[config.mk]
export PLATFORM = sky130hd
export DESIGN_NAME = cue_frame_parser_dispatch
export DESIGN_NICKNAME = d
export VERILOG_FILES = /design/src/sv/cfpd_pkg.sv /design/src/sv/cue_frame_parser_dispatch.sv /design/src/sv/cfpd_frame.sv /design/src/sv/cfpd_dispatch.sv
export SDC_FILE = /design/constraint.sdc
export NUM_CORES = 1
export LEC_CHECK = 0
export ABC_AREA = 1
export ABC_CLOCK_PERIOD_IN_PS = 6500
export BUFFER_PORTS_ARGS = -buffer_cell sky130_fd_sc_hd__buf_2
export CORE_MARGIN = 2
export CORE_UTILIZATION = 65
export CTS_BUF_LIST = sky130_fd_sc_hd__clkbuf_16
export DETAILED_ROUTE_END_ITERATION = 12
export GPL_TIMING_DRIVEN = 0
export PLACE_DENSITY = 0.86
export SLEW_MARGIN = 20
export SYNTH_ARGS = -nofsm -noshare
export SYNTH_HDL_FRONTEND = slang
export SYNTH_HIERARCHICAL = 1
export SYNTH_SLANG_ARGS = --single-unit
[constraint.sdc]
create_clock -name aclk -period 6.5 [get_ports aclk]
set_input_delay 0.65 -clock aclk [delete_from_list [all_inputs] [get_ports aclk]]
set_output_delay 0.65 -clock aclk [all_outputs]
set_load 0.05 [all_outputs]
[src/sv/cfpd_pkg.sv]
// shared types, codes and constants for the cue frame parser and dispatcher
package cfpd_pkg;

    // frame layout
    localparam int unsigned CUE_LENGTH    = 20;
    localparam int unsigned POS_W         = 5;
    localparam logic [POS_W-1:0] POS_MAX  = 5'd31;
    localparam logic [POS_W-1:0] POS_START     = 5'd0;
    localparam logic [POS_W-1:0] POS_TYPE_LO   = 5'd6;
    localparam logic [POS_W-1:0] POS_TYPE_HI   = 5'd8;
    localparam logic [POS_W-1:0] POS_DEV_LO    = 5'd9;
    localparam logic [POS_W-1:0] POS_DEV_HI    = 5'd10;
    localparam logic [POS_W-1:0] POS_PCT_LO    = 5'd11;
    localparam logic [POS_W-1:0] POS_PCT_HI    = 5'd13;
    localparam logic [POS_W-1:0] POS_DUR_LO    = 5'd14;
    localparam logic [POS_W-1:0] POS_DUR_HI    = 5'd18;
    localparam logic [POS_W-1:0] POS_END       = POS_W'(CUE_LENGTH - 1);
    localparam logic [POS_W-1:0] POS_FULL      = POS_W'(CUE_LENGTH);

    // characters
    localparam logic [7:0] CH_START = 8'h24;
    localparam logic [7:0] CH_END   = 8'h25;
    localparam logic [7:0] CH_SPACE = 8'h20;
    localparam logic [7:0] CH_ZERO  = 8'h30;
    localparam logic [7:0] CH_NINE  = 8'h39;

    // three-letter cue types, first letter in the high byte
    localparam logic [23:0] TYPE_MOTOR = 24'h4D4F54;
    localparam logic [23:0] TYPE_RELAY = 24'h52454C;
    localparam logic [23:0] TYPE_LIGHT = 24'h444D58;

    // field widths
    localparam int unsigned DEV_W   = 7;
    localparam int unsigned PCT_W   = 10;
    localparam int unsigned DUR_W   = 17;
    localparam int unsigned LEVEL_W = 10;
    localparam int unsigned CHAN_W  = 10;

    localparam logic [DEV_W-1:0]  RELAY_LIMIT   = 7'd8;
    localparam logic [CHAN_W-1:0] CHAN_COUNT_RST = 10'd512;

    typedef enum logic [1:0] {
        OP_CHAR    = 2'd0,
        OP_END     = 2'd1,
        OP_STOP    = 2'd2,
        OP_RESTART = 2'd3
    } opcode_t;

    typedef enum logic [2:0] {
        CMD_NONE   = 3'd0,
        CMD_MOTOR  = 3'd1,
        CMD_RELAY  = 3'd2,
        CMD_LIGHT  = 3'd3,
        CMD_STOP   = 3'd4,
        CMD_START  = 3'd5
    } command_t;

    typedef enum logic [2:0] {
        ST_OK        = 3'd0,
        ST_BAD_LEN   = 3'd1,
        ST_BAD_START = 3'd2,
        ST_BAD_END   = 3'd3,
        ST_BAD_TYPE  = 3'd4,
        ST_STOPPED   = 3'd5,
        ST_RANGE     = 3'd6
    } status_t;

    // item leaving the input register
    typedef struct packed {
        logic       valid;
        opcode_t    opcode;
        logic [7:0] char_byte;
    } step_t;

    // what the frame holds so far
    typedef struct packed {
        logic              length_ok;
        logic              start_ok;
        logic              end_ok;
        logic [23:0]       type_chars;
        logic [DEV_W-1:0]  device;
        logic [PCT_W-1:0]  percent;
    } frame_info_t;

endpackage

[src/sv/cue_frame_parser_dispatch.sv]
// top level of the show cue frame parser and dispatcher
// One item is taken per clock cycle with no gaps, except while an end, stop or
// restart item is held as told below: each item passes from an input register
// through one frame update or command decision, and results go on into the result
// register. The result register is loaded from the input register when its end,
// stop or restart item moves on. Cue characters give no result. The input
// register keeps taking items while a result waits to be taken; it only holds
// an end, stop or restart item while the result register is full and not being
// read. The lighting channel count resets to 512; the user must write it on the cfg
// channel only while the block is idle, which the block itself does not enforce.
module cue_frame_parser_dispatch (
    input  logic        aclk,
    input  logic        aresetn,
    // configuration: light channel count
    input  logic        cfg_valid,
    output logic        cfg_ready,
    input  logic [cfpd_pkg::CHAN_W-1:0] cfg_data,
    // input items
    input  logic        s_axis_tvalid,
    output logic        s_axis_tready,
    input  logic [7:0]  s_axis_tdata,   // [7:0] char_byte
    input  logic [1:0]  s_axis_tuser,   // [1:0] opcode
    // result items
    output logic        m_axis_tvalid,
    input  logic        m_axis_tready,
    output logic [23:0] m_axis_tdata,   // [6:0] device, [16:7] level,
                                        // [17] direction, [20:18] status, [23:21] zero
    output logic [2:0]  m_axis_tuser    // [2:0] command
);
    import cfpd_pkg::*;

    logic              in_valid_reg, in_valid_next;
    opcode_t           in_opcode_reg;
    logic [7:0]        in_char_reg;
    logic [CHAN_W-1:0] chan_count_reg;
    logic              out_free;
    logic              advance;
    logic              in_fire;
    step_t             step;
    frame_info_t       info;
    command_t          out_command;
    logic [DEV_W-1:0]  out_device;
    logic [LEVEL_W-1:0] out_level;
    logic              out_direction;
    status_t           out_status;

    // the held item moves on unless it needs the result register and that is full
    assign advance       = in_valid_reg && ((in_opcode_reg == OP_CHAR) || out_free);
    assign s_axis_tready = !in_valid_reg || advance;
    assign in_fire       = s_axis_tvalid && s_axis_tready;
    assign cfg_ready     = 1'b1;

    always_comb begin
        if (in_fire) begin
            in_valid_next = 1'b1;
        end else if (advance) begin
            in_valid_next = 1'b0;
        end else begin
            in_valid_next = in_valid_reg;
        end
    end

    // input item register
    always_ff @(posedge aclk) begin
        if (!aresetn) begin
            in_valid_reg <= 1'b0;
        end else begin
            in_valid_reg <= in_valid_next;
        end
    end

    always_ff @(posedge aclk) begin
        if (in_fire) begin
            in_opcode_reg <= opcode_t'(s_axis_tuser);
            in_char_reg   <= s_axis_tdata;
        end
    end

    // light channel count register
    always_ff @(posedge aclk) begin
        if (!aresetn) begin
            chan_count_reg <= CHAN_COUNT_RST;
        end else if (cfg_valid && cfg_ready) begin
            chan_count_reg <= cfg_data;
        end
    end

    assign step.valid     = advance;
    assign step.opcode    = in_opcode_reg;
    assign step.char_byte = in_char_reg;

    cfpd_frame u_frame (
        .aclk    (aclk),
        .aresetn (aresetn),
        .step    (step),
        .info    (info)
    );

    cfpd_dispatch u_dispatch (
        .aclk          (aclk),
        .aresetn       (aresetn),
        .step          (step),
        .info          (info),
        .chan_count    (chan_count_reg),
        .out_ready     (m_axis_tready),
        .out_free      (out_free),
        .out_valid     (m_axis_tvalid),
        .out_command   (out_command),
        .out_device    (out_device),
        .out_level     (out_level),
        .out_direction (out_direction),
        .out_status    (out_status)
    );

    // result packing
    assign m_axis_tuser = out_command;
    assign m_axis_tdata = {3'b000, out_status, out_direction, out_level, out_device};

endmodule

[src/sv/cfpd_frame.sv]
// frame state: position count, marks, type letters and decimal fields
module cfpd_frame (
    input  logic                aclk,
    input  logic                aresetn,
    input  cfpd_pkg::step_t     step,
    output cfpd_pkg::frame_info_t info
);
    import cfpd_pkg::*;

    logic [POS_W-1:0] pos_reg, pos_next;
    logic [1:0]       marks_reg, marks_next;
    logic [23:0]      type_reg, type_next;
    logic [DEV_W-1:0] dev_reg, dev_next;
    logic [PCT_W-1:0] pct_reg, pct_next;
    logic [DUR_W-1:0] dur_reg, dur_next;
    logic [2:0]       ended_reg, ended_next;
    logic [2:0]       seen_reg, seen_next;

    logic             is_digit;
    logic             is_space;
    logic [3:0]       digit;
    logic [DEV_W+3:0] dev_mac;
    logic [PCT_W+3:0] pct_mac;
    logic [DUR_W+3:0] dur_mac;
    logic             in_dev, in_pct, in_dur;

    // character classes and the multiply-by-ten accumulate for each field
    always_comb begin
        is_digit = (step.char_byte >= CH_ZERO) && (step.char_byte <= CH_NINE);
        is_space = (step.char_byte == CH_SPACE);
        digit    = step.char_byte[3:0];
        dev_mac  = ({4'b0, dev_reg} << 3) + ({4'b0, dev_reg} << 1)
                   + {{DEV_W{1'b0}}, digit};
        pct_mac  = ({4'b0, pct_reg} << 3) + ({4'b0, pct_reg} << 1)
                   + {{PCT_W{1'b0}}, digit};
        dur_mac  = ({4'b0, dur_reg} << 3) + ({4'b0, dur_reg} << 1)
                   + {{DUR_W{1'b0}}, digit};
        in_dev   = (pos_reg >= POS_DEV_LO) && (pos_reg <= POS_DEV_HI);
        in_pct   = (pos_reg >= POS_PCT_LO) && (pos_reg <= POS_PCT_HI);
        in_dur   = (pos_reg >= POS_DUR_LO) && (pos_reg <= POS_DUR_HI);
    end

    // next frame state
    always_comb begin
        pos_next   = pos_reg;
        marks_next = marks_reg;
        type_next  = type_reg;
        dev_next   = dev_reg;
        pct_next   = pct_reg;
        dur_next   = dur_reg;
        ended_next = ended_reg;
        seen_next  = seen_reg;
        if (step.valid && step.opcode == OP_END) begin
            pos_next   = '0;
            marks_next = '0;
            type_next  = '0;
            dev_next   = '0;
            pct_next   = '0;
            dur_next   = '0;
            ended_next = '0;
            seen_next  = '0;
        end else if (step.valid && step.opcode == OP_CHAR) begin
            if (pos_reg == POS_START) begin
                if (step.char_byte == CH_START) marks_next[0] = 1'b1;
            end else if (pos_reg >= POS_TYPE_LO && pos_reg <= POS_TYPE_HI) begin
                type_next = {type_reg[15:0], step.char_byte};
            end else if (in_dev) begin
                if (!ended_reg[0]) begin
                    if (is_digit) begin
                        seen_next[0] = 1'b1;
                        dev_next     = dev_mac[DEV_W-1:0];
                    end else if (!(is_space && !seen_reg[0])) begin
                        ended_next[0] = 1'b1;
                    end
                end
            end else if (in_pct) begin
                if (!ended_reg[1]) begin
                    if (is_digit) begin
                        seen_next[1] = 1'b1;
                        pct_next     = pct_mac[PCT_W-1:0];
                    end else if (!(is_space && !seen_reg[1])) begin
                        ended_next[1] = 1'b1;
                    end
                end
            end else if (in_dur) begin
                if (!ended_reg[2]) begin
                    if (is_digit) begin
                        seen_next[2] = 1'b1;
                        dur_next     = dur_mac[DUR_W-1:0];
                    end else if (!(is_space && !seen_reg[2])) begin
                        ended_next[2] = 1'b1;
                    end
                end
            end else if (pos_reg == POS_END) begin
                if (step.char_byte == CH_END) marks_next[1] = 1'b1;
            end
            // position saturates so that overlong frames stay bad length
            if (pos_reg != POS_MAX) pos_next = pos_reg + 1'b1;
        end
    end

    always_ff @(posedge aclk) begin
        if (!aresetn) begin
            pos_reg   <= '0;
            marks_reg <= '0;
            type_reg  <= '0;
            dev_reg   <= '0;
            pct_reg   <= '0;
            dur_reg   <= '0;
            ended_reg <= '0;
            seen_reg  <= '0;
        end else begin
            pos_reg   <= pos_next;
            marks_reg <= marks_next;
            type_reg  <= type_next;
            dev_reg   <= dev_next;
            pct_reg   <= pct_next;
            dur_reg   <= dur_next;
            ended_reg <= ended_next;
            seen_reg  <= seen_next;
        end
    end

    // frame summary for the dispatcher
    always_comb begin
        info.length_ok  = (pos_reg == POS_FULL);
        info.start_ok   = marks_reg[0];
        info.end_ok     = marks_reg[1];
        info.type_chars = type_reg;
        info.device     = dev_reg;
        info.percent    = pct_reg;
    end

endmodule

[src/sv/cfpd_dispatch.sv]
// command decision, stopped flag and result register
module cfpd_dispatch (
    input  logic                      aclk,
    input  logic                      aresetn,
    input  cfpd_pkg::step_t           step,
    input  cfpd_pkg::frame_info_t     info,
    input  logic [cfpd_pkg::CHAN_W-1:0] chan_count,
    input  logic                      out_ready,
    output logic                      out_free,
    output logic                      out_valid,
    output cfpd_pkg::command_t        out_command,
    output logic [cfpd_pkg::DEV_W-1:0]   out_device,
    output logic [cfpd_pkg::LEVEL_W-1:0] out_level,
    output logic                      out_direction,
    output cfpd_pkg::status_t         out_status
);
    import cfpd_pkg::*;

    logic                valid_reg, valid_next;
    logic                stopped_reg, stopped_next;
    command_t            command_reg, command_next;
    logic [DEV_W-1:0]    device_reg, device_next;
    logic [LEVEL_W-1:0]  level_reg, level_next;
    logic                direction_reg, direction_next;
    status_t             status_reg, status_next;
    logic                fire;
    logic [DEV_W-1:0]    relay_index;

    assign out_free    = !valid_reg || out_ready;
    assign fire        = step.valid && (step.opcode != OP_CHAR);
    assign relay_index = info.device - 1'b1;

    // decide the result for an end, stop or restart item
    always_comb begin
        command_next   = CMD_NONE;
        device_next    = '0;
        level_next     = '0;
        direction_next = 1'b0;
        status_next    = ST_OK;
        stopped_next   = stopped_reg;
        case (step.opcode)
            OP_STOP: begin
                stopped_next = 1'b1;
                command_next = CMD_STOP;
            end
            OP_RESTART: begin
                stopped_next = 1'b0;
                command_next = CMD_START;
            end
            OP_END: begin
                if (!info.length_ok) begin
                    status_next = ST_BAD_LEN;
                end else if (!info.start_ok) begin
                    status_next = ST_BAD_START;
                end else if (!info.end_ok) begin
                    status_next = ST_BAD_END;
                end else if (info.type_chars == TYPE_MOTOR) begin
                    if (stopped_reg) begin
                        status_next = ST_STOPPED;
                    end else begin
                        command_next   = CMD_MOTOR;
                        device_next    = info.device;
                        level_next     = info.percent;
                        direction_next = 1'b1;
                    end
                end else if (info.type_chars == TYPE_RELAY) begin
                    if (stopped_reg) begin
                        status_next = ST_STOPPED;
                    end else if (info.device == '0 || info.device >= RELAY_LIMIT) begin
                        status_next = ST_RANGE;
                    end else begin
                        // relay outputs are active low
                        command_next = CMD_RELAY;
                        device_next  = relay_index;
                        level_next   = (info.percent != '0) ? LEVEL_W'(0) : LEVEL_W'(1);
                    end
                end else if (info.type_chars == TYPE_LIGHT) begin
                    if (stopped_reg) begin
                        status_next = ST_STOPPED;
                    end else if ({{(CHAN_W-DEV_W){1'b0}}, info.device} >= chan_count) begin
                        status_next = ST_RANGE;
                    end else begin
                        command_next = CMD_LIGHT;
                        device_next  = info.device;
                        level_next   = {{(LEVEL_W-8){1'b0}}, info.percent[7:0]};
                    end
                end else begin
                    status_next = ST_BAD_TYPE;
                end
            end
            default: begin
                command_next = CMD_NONE;
            end
        endcase
    end

    // result valid: set by a new result, cleared once taken
    always_comb begin
        if (fire) begin
            valid_next = 1'b1;
        end else if (out_ready) begin
            valid_next = 1'b0;
        end else begin
            valid_next = valid_reg;
        end
    end

    always_ff @(posedge aclk) begin
        if (!aresetn) begin
            valid_reg   <= 1'b0;
            stopped_reg <= 1'b0;
        end else begin
            valid_reg <= valid_next;
            if (fire) stopped_reg <= stopped_next;
        end
    end

    // result payload
    always_ff @(posedge aclk) begin
        if (fire) begin
            command_reg   <= command_next;
            device_reg    <= device_next;
            level_reg     <= level_next;
            direction_reg <= direction_next;
            status_reg    <= status_next;
        end
    end

    assign out_valid     = valid_reg;
    assign out_command   = command_reg;
    assign out_device    = device_reg;
    assign out_level     = level_reg;
    assign out_direction = direction_reg;
    assign out_status    = status_reg;

endmodule

# ---- Word-level counts from Yosys, hierarchy flattened
# Cells that the tools add are included.
dict set report totals {
  elab_cells 154
  register_bits 99
  input_bits 25
}
dict set report op_classes {
  n_mux 52
  n_eq_ne 12
  add_sub_neg 6
  bitwise_logic 8
  n_reduce_logical 41
  n_lt_le_gt_ge 12
}
# op count
set ops {}
lappend ops {{equality test 24 x 23 -> 1 bit, second input constant} 3}
lappend ops {{2-to-1 mux 10 bit} 7}
lappend ops {{2-to-1 mux 7 bit} 8}
lappend ops {{2-to-1 mux 3 bit} 16}
lappend ops {{equality test 8 x 6 -> 1 bit, second input constant} 3}
lappend ops {{greater-or-equal comparator 5 x 4 -> 1 bit, second input constant} 3}
lappend ops {{less-or-equal comparator 5 x 4 -> 1 bit, second input constant} 3}
lappend ops {{2-to-1 mux 1 bit} 14}
lappend ops {{logical AND 1 bit} 12}
lappend ops {{adder 10 bit} 1}
lappend ops {{adder 10 x 4 -> 10 bit} 1}
lappend ops {{equality test 5 bit, second input constant} 2}
lappend ops {{greater-or-equal comparator 7 x 10 -> 1 bit} 1}
lappend ops {{AND reduction 5 bit} 2}
lappend ops {{nonzero test 10 bit} 1}
lappend ops {{one-hot mux 3 bit (3 select lines)} 1}
lappend ops {{greater-or-equal comparator 8 x 6 -> 1 bit, second input constant} 1}
lappend ops {{less-or-equal comparator 8 x 6 -> 1 bit, second input constant} 1}
lappend ops {{2-to-1 mux 2 bit} 4}
lappend ops {{2-to-1 mux 8 bit} 1}
lappend ops {{NOT 1 bit} 8}
lappend ops {{AND reduction 4 bit} 2}
lappend ops {{AND reduction 8 bit} 1}
lappend ops {{nonzero test 2 bit} 4}
lappend ops {{21 further kinds} 31}

# ---- Longest topological paths before layout
dict set report depth {
  word_depth 10
  depth_mapped 13
}

# ---- Cells and area by module
# Netlist, hierarchy kept.
# mod cells_each seq_area_each_um2 area_each_um2 instances
set modules_own_cells {}
lappend modules_own_cells {cfpd_frame 432 1041.0 3208.1 1}
lappend modules_own_cells {cfpd_dispatch 224 760.7 1854.3 1}
lappend modules_own_cells {cue_frame_parser_dispatch 72 520.5 827.0 1}

# ---- Worst setup path after synthesis
# OpenSTA, ideal clock, no wires.
dict set report synth_timing {
  path_kind {in2reg}
  start {input port m_axis_tready}
  end {register u_dispatch.command_reg[0] (netlist: u_dispatch/out_command[0]) (enable)}
  setup_ns 0.379
  arrival_time_ns 1.744
  t_required_ns 6.121
  path_slack_ns 4.377
  path_stages 6
  cell_sequence {inv_1 > nand2_1 > inv_1 > a21boi_0 > o21ai_0 > inv_1}
}
dict set report synth_between {
  elab_chain_cells 4
}
# item line_no
set synth_rtl {}
lappend synth_rtl {{start, declared} cue_frame_parser_dispatch.sv:25} ;# input logic m_axis_tready,
lappend synth_rtl {{logical OR 1 bit} cfpd_dispatch.sv:29} ;# assign out_free = !valid_reg || out_ready;
lappend synth_rtl {{net out_free} cue_frame_parser_dispatch.sv:36} ;# logic out_free;
lappend synth_rtl {{logical OR 1 bit} cue_frame_parser_dispatch.sv:48} ;# assign advance = in_valid_reg && ((in_opcode_reg == OP_CHAR) || out_free);
lappend synth_rtl {{logical AND 1 bit} cue_frame_parser_dispatch.sv:48}
lappend synth_rtl {{net advance} cue_frame_parser_dispatch.sv:37} ;# logic advance;
lappend synth_rtl {{logical AND 1 bit} cfpd_dispatch.sv:30} ;# assign fire = step.valid && (step.opcode != OP_CHAR);
lappend synth_rtl {{net u_dispatch.fire} cfpd_dispatch.sv:26} ;# logic fire;
lappend synth_rtl {{end signal, assigned} cfpd_dispatch.sv:121} ;# command_reg <= command_next;
lappend synth_rtl {{end, declared} cfpd_dispatch.sv:21} ;# command_t command_reg, command_next;
# The timed path passes the listed nets, and every way through them passes these cells.
# A chain may end at the register's enable or synchronous reset.

# ---- Worst setup path in the final report
dict set report layout_timing {
  start {register in_opcode_reg[1]}
  end {register u_frame.dev_reg[4]}
}
dict set report layout_between {
  elab_chain_cells 5
  elab_cells_between_ends 8
  cone_classes {eq/ne: 1; reduce/logical: 7}
}
# item line_no
set layout_rtl {}
lappend layout_rtl {{start, declared} cue_frame_parser_dispatch.sv:33} ;# opcode_t in_opcode_reg;
lappend layout_rtl {{start signal, assigned} cue_frame_parser_dispatch.sv:74} ;# in_opcode_reg <= opcode_t'(s_axis_tuser);
lappend layout_rtl {{logical NOT 2 bit (*)} cue_frame_parser_dispatch.sv:48}
lappend layout_rtl {{logical OR 1 bit (*)} cue_frame_parser_dispatch.sv:48}
lappend layout_rtl {{logical AND 1 bit (*)} cue_frame_parser_dispatch.sv:48}
lappend layout_rtl {{net advance} cue_frame_parser_dispatch.sv:37}
lappend layout_rtl {{logical AND 1 bit, on equally long branches} {cfpd_frame.sv:62, cfpd_frame.sv:53}}
lappend layout_rtl {{AND reduction 6 bit (no source line) / OR reduction 2 bit (equally long branches)} -}
lappend layout_rtl {{end signal, assigned} cfpd_frame.sv:116} ;# dev_reg <= dev_next;
lappend layout_rtl {{end, declared} cfpd_frame.sv:13} ;# logic [DEV_W-1:0] dev_reg, dev_next;
# The timed path passes the listed nets; every way through them passes the cells marked *.

==> flow_summary.toml <==
[global_route]
grt_pass1_wl_um = 20800
grt-ovfl-total = 0
antenna_found_initial = 0
grt_max_degree = 25
track_usage = 0.261
first_global_vias = 4679

[sta]
hold_viol_final = 0
period_minus_slack_ns = 2.45
worstMarginPinSlew_ns = 0.937
max_freq_mhz = 407
grt_setup_unrepaired = "false"
fin_worst_skew_ns = 0.00503
setup_ws_ns = 4.05
fin_tns_setup_ns = 0
setup_viol = 0
holdWs_ns = 0.465
drv_slew = 0
final.period_utilization = 0.378
relSlewSlack = 0.375

[yosys]
yosysWarnings = 6
syn_inst = 728
synth_cell_types = 47
synth_seq_area_share = 0.394
ys_seq_elements = 99
syn_area_mm2 = 0.00589
avgSynthCellArea_um2 = 8.09

[layout]
syn_to_final_growth_pct = 11.6
layoutNonFillerInstCount = 904
nNetsFinal = 855
n_antenna_cell = 0
drive_gt1_frac = 0.224
largest_register_ffs = 24
final_cell_area_mm2 = 0.00657

[worst_setup_path]
critPathKind = "reg -> reg"
crit_chain = "inv_1 -> nand2_1 -> a21boi_0 -> nand2_1 -> o21ai_2 -> clkinv_1 -> clkbuf_1 -> nand2_1 -> nor2_1"
path_common_cell = "nand2_1"
worstPathMaxFanout = 10
slowest_stage = "edfxtp_1"
cp_data_arrival_time_ns = 2.69
critPathLaunchType = "flop"
slowest_delay_ns = 0.49
required_ns = 6.73
cp-end-kind = "flop"

[die]
core_region_area_mm2 = 0.00876
die_y_um = 99.2
io_pins = 55
die_w_um = 99.2
row_count = 34
initial_core_util = 0.672
die_area_mm2 = 0.00984

[clocking]
insertion_delay_ns = 0.34
htree_levels = 3
cts_setup_buffers = 0
cts-buffers-inserted = 9
clk_path_buf_depth = 2
cts.hold.buffers_added = 0
cts_resized = 0
clock-sinks = 99
clk_pin_slew_worst_paths_ns = 0.07
cts-root-buf = "clkbuf_16"
cts_tree = "done"

[placement]
dp_hpwl_um = 9050
placed_cells = 888
place_area_mm2 = 0.00628
gp_congestion = 0.921
pre_cts_ws_ns = 3.82
port_buffers = 50

[power_and_ir_drop]
p_leak_nw = 2.96
p_comb_frac = 0.072
pwr-share-clk = 0.406
switchingPower_mw = 0.306
internal_power_mw = 0.964
powerDensity_mw_per_mm2 = 193
power_frac_seq = 0.522
p_sw_frac = 0.241
ir_drop_mv = 0.131

[routing]
drc = 0
drt_first_pass_iters = 6
vias = 4884
avgRoutedWirePerCell_um = 13.4
drt.antenna.violating_nets = 0
drt_iter0_markers = 311
routed_wl_um = 12200
viasPerCell = 5.40

[status]
status = "completed"

[worst_hold_path]
min-delay-path-class = "reg -> reg"

[flow_run]
cap_violations = 0
## stage by stage
step | total power, mW | utilization
after floorplan | 0.742 | -
after global placement | 0.764 | 0.717
after detailed placement | 0.767 | 0.717
after CTS | 1.27 | 0.750
after global routing | 1.31 | 0.750
final | 1.27 | 0.750
## worst max-delay path, delay by kind of cell, from the launching register on
family | cells | cell delay, ns
AOI/OAI and AO/OA | 2 | 0.68
buffers and inverters | 3 | 0.80
DFF | 1 | 0.49
and+or+nand+nor | 4 | 0.37
## synth_stat cells, drive strengths merged
cell type	number	area [µm²]
o21ai	44	261
inv	113	429
nor4	2	12.5
dfxtp	65	1300
buf	18	176
a31oi	1	6.26
conb	2	7.51
a22oi	1	7.51
nand3	50	338
clkbuf	4	25.0
ha	35	438
nor2b	1	6.26
nand2	133	558
xor2	3	26.3
nor3	10	75.1
fa	4	80.1
nor2	135	632
clkinv	2	12.5
a21boi	3	22.5
nand3b	5	37.5
nor3b	4	50.1
nand4	13	81.3
xnor2	5	43.8
edfxtp	34	1020
o21a	2	15.0
a21oi	39	225
## path summary, 6_finish.rpt
check                                  startpoint                 end  slack (ns)  depth (start not counted)
worst min-delay path            chan_count_reg[9]   chan_count_reg[9]        0.46                          2
worst max-delay path             in_opcode_reg[1]  u_frame/dev_reg[4]        4.05                          9
worst max register to register   in_opcode_reg[1]  u_frame/dev_reg[4]        4.05                          9
worst min register to register  chan_count_reg[9]   chan_count_reg[9]        0.46                          2
## logic make-up (layout without fill, tap and decap cells)
family	Yosys count	after routing	share of synthesized area
flip-flops	99	99	0.394
XOR/XNOR	8	8	0.0119
buffers and inverters	137	203	0.109
AND/OR/NAND/NOR	353	353	0.304
AO/OA/AOI/OAI	90	90	0.0914
other	2	4	0.00128
adder cells (fa/ha/maj)	39	39	0.0880
## cells in the final DEF (no fill, tap or decap), types with 3 or more instances in the layout
cell	n
nor2_4	11
inv_4	3
o21ai_1	7
nand3b_1	5
conb_1	4
o21ai_2	11
clkbuf_16	10
xnor2_1	5
nor3b_2	4
ha_1	35
o21ai_0	26
inv_2	13
nand2_1	119
dfxtp_1	65
edfxtp_1	34
nand4_1	13
nor3_2	5
nor2_2	17
clkbuf_1	3
fa_1	4
buf_6	8
nand3_4	5
xor2_1	3
a21oi_1	31
inv_1	100
nand3_1	40
a21oi_2	8
nor2_1	107
nor3_1	5
buf_4	5
nand2_2	11
nand3_2	5
buf_2	52
## power groups by stage
stage | logic (mW) | registers, mW | clock network [mW]
2_1_floorplan | 0.0584 | 0.683 | 0
3_3_place_gp | 0.0878 | 0.676 | 0
3_5_place_dp | 0.0910 | 0.676 | 0
4_1_cts | 0.0917 | 0.663 | 0.520
5_1_grt | 0.102 | 0.664 | 0.549
6_report | 0.0916 | 0.663 | 0.516
## cell type report
cell class	instances	area [µm²]
Inverter	115	442
Timing Repair Buffer	50	250
Fill cell	656	2190
Clock buffer	10	250
Sequential cell	99	2320
Clock inverter	6	38.8
Buffer	22	201
Tap cell	108	135
Multi-Input combinational cell	494	2930
## per-layer routing
metal / part of all wire / GRT usage
met2: 0.48 / 0.432
met5: 0 / 0
met1: 0.45 / 0.346
met4: 0.016 / 0.100
met3: 0.058 / 0.0408
No activity file was read; power rests on OpenSTA's default activity.
